**src/rtl/tgc_pkg.sv**
```systemverilog
// ----------------------------------------------------------------------------
// Touch gesture classifier package
// Widths, register codes, reset values and shared types.
// ----------------------------------------------------------------------------
`timescale 1ns / 1ps
`default_nettype none

package tgc_pkg;

  localparam int COORD_BITS   = 10;
  localparam int TICK_BITS    = 11;
  localparam int THRESH_BITS  = 10;
  localparam int HOLD_BITS    = 10;
  localparam int CFG_IDX_BITS = 2;
  localparam int CFG_VAL_BITS = 10;
  localparam int CMP_BITS     = (COORD_BITS > THRESH_BITS) ? COORD_BITS : THRESH_BITS;

  localparam logic [CFG_IDX_BITS-1:0] CFG_WAIT_FOR_RELEASE = 2'd0;
  localparam logic [CFG_IDX_BITS-1:0] CFG_SWIPE_THRESHOLD  = 2'd1;
  localparam logic [CFG_IDX_BITS-1:0] CFG_HOLD_TICKS       = 2'd2;

  localparam logic                   RST_WAIT_FOR_RELEASE = 1'b1;
  localparam logic [THRESH_BITS-1:0] RST_SWIPE_THRESHOLD  = THRESH_BITS'(50);
  localparam logic [HOLD_BITS-1:0]   RST_HOLD_TICKS       = HOLD_BITS'(50);

  localparam logic [TICK_BITS-1:0] TICKS_MAX = '1;

  typedef logic [COORD_BITS-1:0] coord_t;
  typedef logic [TICK_BITS-1:0]  ticks_t;

  typedef struct packed {
    logic                   wait_for_release;
    logic [THRESH_BITS-1:0] swipe_threshold;
    logic [HOLD_BITS-1:0]   hold_ticks;
  } cfg_t;

  typedef struct packed {
    logic   touch_active;
    coord_t pos_x;
    coord_t pos_y;
  } sample_t;

  typedef struct packed {
    logic gesture_done;
    logic click;
    logic hold;
    logic swipe_horizontal;
    logic swipe_vertical;
    logic vibrate;
  } result_t;

endpackage

`default_nettype wire

```
**src/rtl/tgc_in_if.sv**
```systemverilog
// ----------------------------------------------------------------------------
// Touch sample channel
// Valid/ready channel carrying one touch-panel sample per request.
// ----------------------------------------------------------------------------
`timescale 1ns / 1ps
`default_nettype none

interface tgc_in_if;
  logic            valid;
  logic            ready;
  logic            touch_active;
  tgc_pkg::coord_t pos_x;
  tgc_pkg::coord_t pos_y;

  modport source (output valid, output touch_active, output pos_x, output pos_y,
                  input ready);
  modport sink (input valid, input touch_active, input pos_x, input pos_y,
                output ready);
endinterface

`default_nettype wire

```
**src/rtl/tgc_out_if.sv**
```systemverilog
// ----------------------------------------------------------------------------
// Gesture result channel
// Valid/ready channel carrying one classification result per request.
// ----------------------------------------------------------------------------
`timescale 1ns / 1ps
`default_nettype none

interface tgc_out_if;
  logic valid;
  logic ready;
  logic gesture_done;
  logic click;
  logic hold;
  logic swipe_horizontal;
  logic swipe_vertical;
  logic vibrate;

  modport source (output valid, output gesture_done, output click, output hold,
                  output swipe_horizontal, output swipe_vertical, output vibrate,
                  input ready);
  modport sink (input valid, input gesture_done, input click, input hold,
                input swipe_horizontal, input swipe_vertical, input vibrate,
                output ready);
endinterface

`default_nettype wire

```
**src/rtl/tgc_cfg.sv**
```systemverilog
// ----------------------------------------------------------------------------
// Touch gesture classifier configuration registers
// Write-only register file; unknown indexes are dropped.
// ----------------------------------------------------------------------------
`timescale 1ns / 1ps
`default_nettype none

module tgc_cfg (
  input  wire logic                               clk,
  input  wire logic                               rst,
  input  wire logic                               cfg_we,
  input  wire logic [tgc_pkg::CFG_IDX_BITS-1:0]   cfg_index,
  input  wire logic [tgc_pkg::CFG_VAL_BITS-1:0]   cfg_wdata,
  output tgc_pkg::cfg_t                           cfg
);

  always_ff @(posedge clk) begin
    if (rst) begin
      cfg.wait_for_release <= tgc_pkg::RST_WAIT_FOR_RELEASE;
      cfg.swipe_threshold  <= tgc_pkg::RST_SWIPE_THRESHOLD;
      cfg.hold_ticks       <= tgc_pkg::RST_HOLD_TICKS;
    end else if (cfg_we) begin
      unique case (cfg_index)
        tgc_pkg::CFG_WAIT_FOR_RELEASE: cfg.wait_for_release <= cfg_wdata[0];
        tgc_pkg::CFG_SWIPE_THRESHOLD:
          cfg.swipe_threshold <= cfg_wdata[tgc_pkg::THRESH_BITS-1:0];
        tgc_pkg::CFG_HOLD_TICKS: cfg.hold_ticks <= cfg_wdata[tgc_pkg::HOLD_BITS-1:0];
        default: ;
      endcase
    end
  end

endmodule

`default_nettype wire

```
**src/rtl/tgc_core.sv**
```systemverilog
// ----------------------------------------------------------------------------
// Touch gesture classifier core
// Sample register, press tracking state and press, hold and release results.
// ----------------------------------------------------------------------------
`timescale 1ns / 1ps
`default_nettype none

module tgc_core (
  input  wire logic      clk,
  input  wire logic      rst,
  input  wire tgc_pkg::cfg_t cfg,
  input  wire logic      in_valid,
  output logic           in_ready,
  input  wire tgc_pkg::sample_t in_sample,
  output logic           res_valid,
  output tgc_pkg::result_t res,
  input  wire logic      res_free
);

  logic               s1_valid;
  tgc_pkg::sample_t   s1;
  logic               tracking;
  logic               tracking_next;
  tgc_pkg::coord_t    start_x;
  tgc_pkg::coord_t    start_y;
  tgc_pkg::coord_t    last_x;
  tgc_pkg::coord_t    last_y;
  tgc_pkg::ticks_t    press_ticks;
  tgc_pkg::ticks_t    press_ticks_next;
  tgc_pkg::coord_t    dx;
  tgc_pkg::coord_t    dy;
  logic               sh;
  logic               sv;
  logic               swipe;
  logic               held;
  logic               has_res;
  logic               advance;
  tgc_pkg::ticks_t    hold_ext;

  assign hold_ext = tgc_pkg::TICK_BITS'(cfg.hold_ticks);
  assign dx = (start_x >= last_x) ? start_x - last_x : last_x - start_x;
  assign dy = (start_y >= last_y) ? start_y - last_y : last_y - start_y;
  assign sh = tgc_pkg::CMP_BITS'(dx) > tgc_pkg::CMP_BITS'(cfg.swipe_threshold);
  assign sv = tgc_pkg::CMP_BITS'(dy) > tgc_pkg::CMP_BITS'(cfg.swipe_threshold);
  assign swipe = sh | sv;
  assign held  = (press_ticks > hold_ext) && !swipe;

  always_comb begin
    has_res          = 1'b0;
    res              = '0;
    tracking_next    = tracking;
    press_ticks_next = press_ticks;
    if (!tracking) begin
      if (s1.touch_active) begin
        if (!cfg.wait_for_release) begin
          has_res          = 1'b1;
          res.gesture_done = 1'b1;
          res.click        = 1'b1;
          res.vibrate      = 1'b1;
        end else begin
          tracking_next    = 1'b1;
          press_ticks_next = '0;
        end
      end
    end else if (s1.touch_active) begin
      if (press_ticks == hold_ext) begin
        has_res     = 1'b1;
        res.vibrate = 1'b1;
      end
      if (press_ticks != tgc_pkg::TICKS_MAX) begin
        press_ticks_next = press_ticks + 1'b1;
      end
    end else begin
      has_res              = 1'b1;
      res.gesture_done     = 1'b1;
      res.hold             = held;
      res.swipe_horizontal = sh && !(swipe && dx < dy);
      res.swipe_vertical   = sv && !(swipe && dx > dy);
      res.click            = !swipe && !held;
      res.vibrate          = !swipe && !held;
      tracking_next        = 1'b0;
      press_ticks_next     = '0;
    end
  end

  assign advance   = s1_valid && (res_free || !has_res);
  assign in_ready  = !s1_valid || advance;
  assign res_valid = advance && has_res;

  always_ff @(posedge clk) begin
    if (rst) begin
      s1_valid <= 1'b0;
    end else if (in_ready) begin
      s1_valid <= in_valid;
    end
    if (in_ready && in_valid) begin
      s1 <= in_sample;
    end
  end

  always_ff @(posedge clk) begin
    if (rst) begin
      tracking    <= 1'b0;
      press_ticks <= '0;
      start_x     <= '0;
      start_y     <= '0;
      last_x      <= '0;
      last_y      <= '0;
    end else if (advance) begin
      tracking    <= tracking_next;
      press_ticks <= press_ticks_next;
      if (s1.touch_active && (tracking || cfg.wait_for_release)) begin
        last_x <= s1.pos_x;
        last_y <= s1.pos_y;
      end
      if (s1.touch_active && !tracking && cfg.wait_for_release) begin
        start_x <= s1.pos_x;
        start_y <= s1.pos_y;
      end
    end
  end

endmodule

`default_nettype wire

```
**src/rtl/tgc_out_stage.sv**
```systemverilog
// ----------------------------------------------------------------------------
// Touch gesture classifier output register
// Holds one result until the sink takes it.
// ----------------------------------------------------------------------------
`timescale 1ns / 1ps
`default_nettype none

module tgc_out_stage (
  input  wire logic       clk,
  input  wire logic       rst,
  input  wire logic       res_valid,
  input  wire tgc_pkg::result_t res,
  output logic            res_free,
  output logic            out_valid,
  output tgc_pkg::result_t out_res,
  input  wire logic       out_ready
);

  assign res_free = !out_valid || out_ready;

  always_ff @(posedge clk) begin
    if (rst) begin
      out_valid <= 1'b0;
    end else if (res_free) begin
      out_valid <= res_valid;
    end
    if (res_free && res_valid) begin
      out_res <= res;
    end
  end

endmodule

`default_nettype wire

```
**src/rtl/touch_gesture_classifier.sv**
```systemverilog
// ----------------------------------------------------------------------------
// Touch gesture classifier
// Turns touch-panel samples into click, hold, swipe and haptic requests.
// ----------------------------------------------------------------------------
// Takes one sample per clock cycle unless a result-bearing sample is waiting
// for the output register: a sample goes into an input register, is
// classified against the press state combinationally, and its result (if it
// gives one) lands in the output register. The output register alone sets the
// rate: while it holds an untaken result the next result-bearing sample
// waits, and in_ch.ready follows out_ch.ready combinationally. Samples that
// give no result (press start, ordinary held ticks, idle untouched ticks)
// pass without needing the output. Write configuration only while idle.
`timescale 1ns / 1ps
`default_nettype none

module touch_gesture_classifier (
  input  wire logic                             clk,
  input  wire logic                             rst,
  input  wire logic                             cfg_we,
  input  wire logic [tgc_pkg::CFG_IDX_BITS-1:0] cfg_index,
  input  wire logic [tgc_pkg::CFG_VAL_BITS-1:0] cfg_wdata,
  tgc_in_if.sink                                in_ch,
  tgc_out_if.source                             out_ch
);

  tgc_pkg::cfg_t    cfg;
  tgc_pkg::sample_t in_sample;
  tgc_pkg::result_t res;
  tgc_pkg::result_t out_res;
  logic             res_valid;
  logic             res_free;
  logic             in_ready;
  logic             out_valid;

  assign in_sample.touch_active = in_ch.touch_active;
  assign in_sample.pos_x        = in_ch.pos_x;
  assign in_sample.pos_y        = in_ch.pos_y;
  assign in_ch.ready            = in_ready;

  assign out_ch.valid            = out_valid;
  assign out_ch.gesture_done     = out_res.gesture_done;
  assign out_ch.click            = out_res.click;
  assign out_ch.hold             = out_res.hold;
  assign out_ch.swipe_horizontal = out_res.swipe_horizontal;
  assign out_ch.swipe_vertical   = out_res.swipe_vertical;
  assign out_ch.vibrate          = out_res.vibrate;

  tgc_cfg u_cfg (
    .clk       (clk),
    .rst       (rst),
    .cfg_we    (cfg_we),
    .cfg_index (cfg_index),
    .cfg_wdata (cfg_wdata),
    .cfg       (cfg)
  );

  tgc_core u_core (
    .clk       (clk),
    .rst       (rst),
    .cfg       (cfg),
    .in_valid  (in_ch.valid),
    .in_ready  (in_ready),
    .in_sample (in_sample),
    .res_valid (res_valid),
    .res       (res),
    .res_free  (res_free)
  );

  tgc_out_stage u_out (
    .clk       (clk),
    .rst       (rst),
    .res_valid (res_valid),
    .res       (res),
    .res_free  (res_free),
    .out_valid (out_valid),
    .out_res   (out_res),
    .out_ready (out_ch.ready)
  );

endmodule

`default_nettype wire

```
**src/flat_wrapper.sv**
```systemverilog
// flat-port wrapper written by rule: the top's interface ports become plain ports
module touch_gesture_classifier_flat 
  (clk, rst, cfg_we, cfg_index, cfg_wdata, in_ch_valid, in_ch_touch_active, in_ch_pos_x, in_ch_pos_y, in_ch_ready, out_ch_valid, out_ch_gesture_done, out_ch_click, out_ch_hold, out_ch_swipe_horizontal, out_ch_swipe_vertical, out_ch_vibrate, out_ch_ready);
  tgc_in_if in_ch_i ();
  tgc_out_if out_ch_i ();
  input  wire logic clk;
  input  wire logic rst;
  input  wire logic cfg_we;
  input  wire logic [tgc_pkg::CFG_IDX_BITS-1:0] cfg_index;
  input  wire logic [tgc_pkg::CFG_VAL_BITS-1:0] cfg_wdata;
  input wire logic [$bits(in_ch_i.valid)-1:0] in_ch_valid;
  input wire logic [$bits(in_ch_i.touch_active)-1:0] in_ch_touch_active;
  input wire logic [$bits(in_ch_i.pos_x)-1:0] in_ch_pos_x;
  input wire logic [$bits(in_ch_i.pos_y)-1:0] in_ch_pos_y;
  output wire logic [$bits(in_ch_i.ready)-1:0] in_ch_ready;
  output wire logic [$bits(out_ch_i.valid)-1:0] out_ch_valid;
  output wire logic [$bits(out_ch_i.gesture_done)-1:0] out_ch_gesture_done;
  output wire logic [$bits(out_ch_i.click)-1:0] out_ch_click;
  output wire logic [$bits(out_ch_i.hold)-1:0] out_ch_hold;
  output wire logic [$bits(out_ch_i.swipe_horizontal)-1:0] out_ch_swipe_horizontal;
  output wire logic [$bits(out_ch_i.swipe_vertical)-1:0] out_ch_swipe_vertical;
  output wire logic [$bits(out_ch_i.vibrate)-1:0] out_ch_vibrate;
  input wire logic [$bits(out_ch_i.ready)-1:0] out_ch_ready;
  assign in_ch_i.valid = in_ch_valid;
  assign in_ch_i.touch_active = in_ch_touch_active;
  assign in_ch_i.pos_x = in_ch_pos_x;
  assign in_ch_i.pos_y = in_ch_pos_y;
  assign in_ch_ready = in_ch_i.ready;
  assign out_ch_valid = out_ch_i.valid;
  assign out_ch_gesture_done = out_ch_i.gesture_done;
  assign out_ch_click = out_ch_i.click;
  assign out_ch_hold = out_ch_i.hold;
  assign out_ch_swipe_horizontal = out_ch_i.swipe_horizontal;
  assign out_ch_swipe_vertical = out_ch_i.swipe_vertical;
  assign out_ch_vibrate = out_ch_i.vibrate;
  assign out_ch_i.ready = out_ch_ready;
  touch_gesture_classifier u_core (.clk(clk), .rst(rst), .cfg_we(cfg_we), .cfg_index(cfg_index), .cfg_wdata(cfg_wdata), .in_ch(in_ch_i), .out_ch(out_ch_i));
endmodule
```
**config.mk**
```make
export PLATFORM = sky130hd
export DESIGN_NAME = touch_gesture_classifier_flat
export DESIGN_NICKNAME = d
export VERILOG_FILES = /design/src/rtl/tgc_pkg.sv /design/src/rtl/tgc_in_if.sv /design/src/rtl/tgc_out_if.sv /design/src/rtl/tgc_cfg.sv /design/src/rtl/tgc_core.sv /design/src/rtl/tgc_out_stage.sv /design/src/rtl/touch_gesture_classifier.sv /design/src/flat_wrapper.sv
export SDC_FILE = /design/constraint.sdc
export NUM_CORES = 1
export LEC_CHECK = 0
export BUFFER_PORTS_ARGS = -buffer_cell sky130_fd_sc_hd__buf_4
export CAP_MARGIN = 30
export CORE_UTILIZATION = 61
export DETAILED_ROUTE_END_ITERATION = 8
export PLACE_DENSITY = 0.81
export SYNTH_ARGS = -nofsm -noshare
export SYNTH_HDL_FRONTEND = slang
export SYNTH_SLANG_ARGS = --single-unit
```
**constraint.sdc**
```tcl
create_clock -name clk -period 4.9 [get_ports clk]
set_clock_uncertainty 0.05 [all_clocks]
set_input_delay 0.49 -clock clk [delete_from_list [all_inputs] [get_ports clk]]
set_output_delay 0.49 -clock clk [all_outputs]
set_load 0.01 [all_outputs]
```
==> qor.yml <==
status: "finished clean"
yosys-mux-area-fraction_pct: 5.893
syn2layout_area_growth_pct: 10.39
worst_pin_slew_ns: 0.7406
hold_path.startpoint: "in_ch_touch_active"
finalWirelength_um: 14690
antenna_found_initial: 0
clk_latency_ns: 0.39
pwr-share-comb_pct: 34.7
drc: 0
syn_area_per_cell_um2: 8.547
die_area_mm2: 0.01128
setup_ws_ns: 0.5441
rsz0062_at_grt: "false"
gp_congestion: 0.9580
ys_async_sr_fraction_pct: 0
crit_type: "reg -> reg"
ys_warn_count: 0
grt_first_pass_wirelength_um: 24530
fin_crit_ns: 4.356
synth_top_family_by_area: "compound AO/OA/AOI/OAI gates"
ys.flop_type: "dfxtp_1"
nets: 925
critPathArrivalTime_ns: 4.51
final_layout_size_suffix_gt1_share_pct: 10.88
holdPathStages: 1
max_freq_mhz: 229.6
grt_usage_pct: 27.48
vdd_drop_max_mv: 0.2649
cts_tree: "built"
p_sw_mw: 0.7538
core-area_mm2: 0.01042
start_kind: "flop"
synth_compound_area_share_pct: 16.83
hp-class: "in -> reg"
path_clk_slew_ns: 0.10
path_max_fanout: 5
syn-num-nets: 896
power_frac_seq_pct: 40.0
r2r_start: "u_core.u_core.start_y[0]$_SDFFE_PP0P_"
dp_hpwl_um: 11290
via_count: 5458
max-cap-violations: 0
hold_violations: 0
netlist_area_mm2: 0.006624
slew_violations: 0
boundaryPins: 46
whs_ns: 0.2225
numClockSinks: 102
cts.repair.resized: 0
num_antenna_cells: 0
cts_max_level: 3
synthTopCellsByCount: "nand2_1, a21oi_1, inv_1"
max-slew-margin-rel_pct: 49.35
synth_xor_area_share_pct: 3.400
cts-root-buf: "clkbuf_8"
drt-wirelength-per-cell_um: 15.55
synth_fa_ha_area_share_pct: 16.13
power_density_mw_per_mm2: 313.6
rows: 37
r2r_end: "u_core.u_out.out_res[3]$_SDFFCE_PP0P_"
synth_top_area_share_pct: 22.67
cts_setup_buffers: 0
place_ws_ns: 0.6273
swShare_pct: 32.87
yosysMostFrequentCell: "nand2_1"
routed_via_density: 5.776
netlist_instances: 775
multi_input_area_mm2: 0.003894
min_to: "u_core.u_core.s1[20]$_DFFE_PP_"
synth-simple-area-share_pct: 16.28
clockPowerShare_pct: 25.3
setup_violations: 0
antenna_left: 0
globalRouteOverflowTotal: 0
internal_power_mw: 1.539
initial_core_util_pct: 63.59
yosys.cell_types.count: 56
reg2reg_slack_ns: 0.54
seqCellArea_mm2: 0.002312
worst-endpoint-required_ns: 5.05
power.leakage_nw: 3.053
yosysTopAreaCell: "dfxtp_1"
clockBufferDepth: 2
grt_pass1_vias: 5243
period_share_pct: 88.90
p_total_mw: 2.293
setup_tns_ns: 0
ys_seq_elements: 102
die_h_um: 106.2
cts_hold_buf: 0
cts_buffers: 9
io_buffers: 45
seq_area_frac_synth_pct: 34.91
drtIter0Drc: 341
end_kind: "flop"
grt_max_degree: 76
dieWidth_um: 106.2
synth-edff-count: 27
drtPass1Iterations: 5
worstRegToRegCells: 17
ys_top_cells_by_area: "dfxtp_1, ha_1, edfxtp_1"
fillCellCount: 792
## cells in the final DEF, fill, tap and decap left out, types with 15 or more instances in the layout
| cell | Yosys | final |
|---|---|---|
| a21o_1 | 15 | 15 |
| a21oi_1 | 91 | 91 |
| buf_4 | 0 | 47 |
| dfxtp_1 | 75 | 75 |
| edfxtp_1 | 27 | 27 |
| ha_1 | 79 | 79 |
| inv_1 | 80 | 80 |
| mux2i_1 | 30 | 30 |
| nand2_1 | 93 | 93 |
| nor2_1 | 66 | 66 |
| o21ai_0 | 35 | 35 |
## power groups by stage
| stage | combinational (mW) | sequential (mW) | clock (mW) |
|---|---|---|---|
| global placement | 0.734 | 0.935 | 0 |
| global route | 0.884 | 0.921 | 0.623 |
| CTS | 0.783 | 0.917 | 0.594 |
| floorplan | 0.597 | 0.928 | 0 |
| detailed placement | 0.777 | 0.936 | 0 |
| finish | 0.795 | 0.917 | 0.581 |
## worst max-delay path, stage by stage, from the launching register on
cell and delay [ns]:
dfxtp_1 0.34, inv_1 0.06, ha_1 0.16, inv_1 0.06, fa_1 0.38, a21o_1 0.20
a21oi_4 0.20, a21oi_2 0.09, o41ai_4 0.52, buf_4 0.26, mux2i_1 0.32, xor2_1 0.20
ha_1 0.27, a21oi_1 0.20, o21ai_0 0.09, o21ai_0 0.36, nand2_1 0.14, nor4b_1 0.28
## cell type report
cell class | count | share of cell area [%]
clock buffers | 11 | 1.797
clock inverters | 5 | 1.129
inverters | 80 | 4.107
multi-input cells | 560 | 53.25
flip-flops and latches | 102 | 31.62
well taps | 136 | 2.327
repair buffers | 51 | 5.767
## cells by family after synthesis
family	Yosys count
AND/OR/NAND/NOR	233
AO/OA/AOI/OAI	183
buffers and inverters	113
flip-flops	102
adder cells (fa/ha/maj)	83
multiplexers	37
XOR/XNOR	24
## through the flow
stage	std cells	util (%)	instance area, um2
2_1_floorplan	775	-	6624
3_3_place_gp	925	67.48	7029
3_5_place_dp	929	68.14	7098
4_1_cts	945	70.20	7312
5_1_grt	945	70.20	7312
6_report	945	70.20	7312
## flip-flops by register name, indices dropped and copies added, names as in the netlist
name / count
u_core.u_core.last_x: 10
u_core.u_core.s1_valid: 1
u_core.u_core.s1: 21
u_core.u_out.out_res: 6
u_core.u_core.press_ticks: 11
u_core.u_core.start_y: 10
u_core.u_core.last_y: 10
u_core.u_core.start_x: 10
u_core.u_cfg.cfg: 21
u_core.u_core.tracking: 1
u_core.u_out.out_valid: 1
## how the worst max path moves through the flow
| stage | from | cells after the start | slack (ns) | to |
|---|---|---|---|---|
| after floorplan | u_core.u_core.start_y[0]$_SDFFE_PP0P_ | 17 | 0.93 | u_core.u_out.out_res[3]$_SDFFCE_PP0P_ |
| after global placement | u_core.u_core.start_y[0]$_SDFFE_PP0P_ | 17 | 0.82 | u_core.u_out.out_res[3]$_SDFFCE_PP0P_ |
| after detailed placement | u_core.u_core.start_y[0]$_SDFFE_PP0P_ | 17 | 0.63 | u_core.u_out.out_res[3]$_SDFFCE_PP0P_ |
| after CTS | u_core.u_core.start_y[0]$_SDFFE_PP0P_ | 17 | 0.60 | u_core.u_out.out_res[3]$_SDFFCE_PP0P_ |
| after global routing | u_core.u_core.start_y[0]$_SDFFE_PP0P_ | 17 | 0.29 | u_core.u_out.out_res[3]$_SDFFCE_PP0P_ |
| final | u_core.u_core.start_y[0]$_SDFFE_PP0P_ | 17 | 0.54 | u_core.u_out.out_res[3]$_SDFFCE_PP0P_ |
## routing by layer
layer  part of all wire (%)  GRT usage (%)
met1                     44          33.62
met2                     49          47.54
met3                    5.4          6.438
met4                    2.2          8.730
met5                      0              0
No activity file was read; power rests on OpenSTA's default activity.
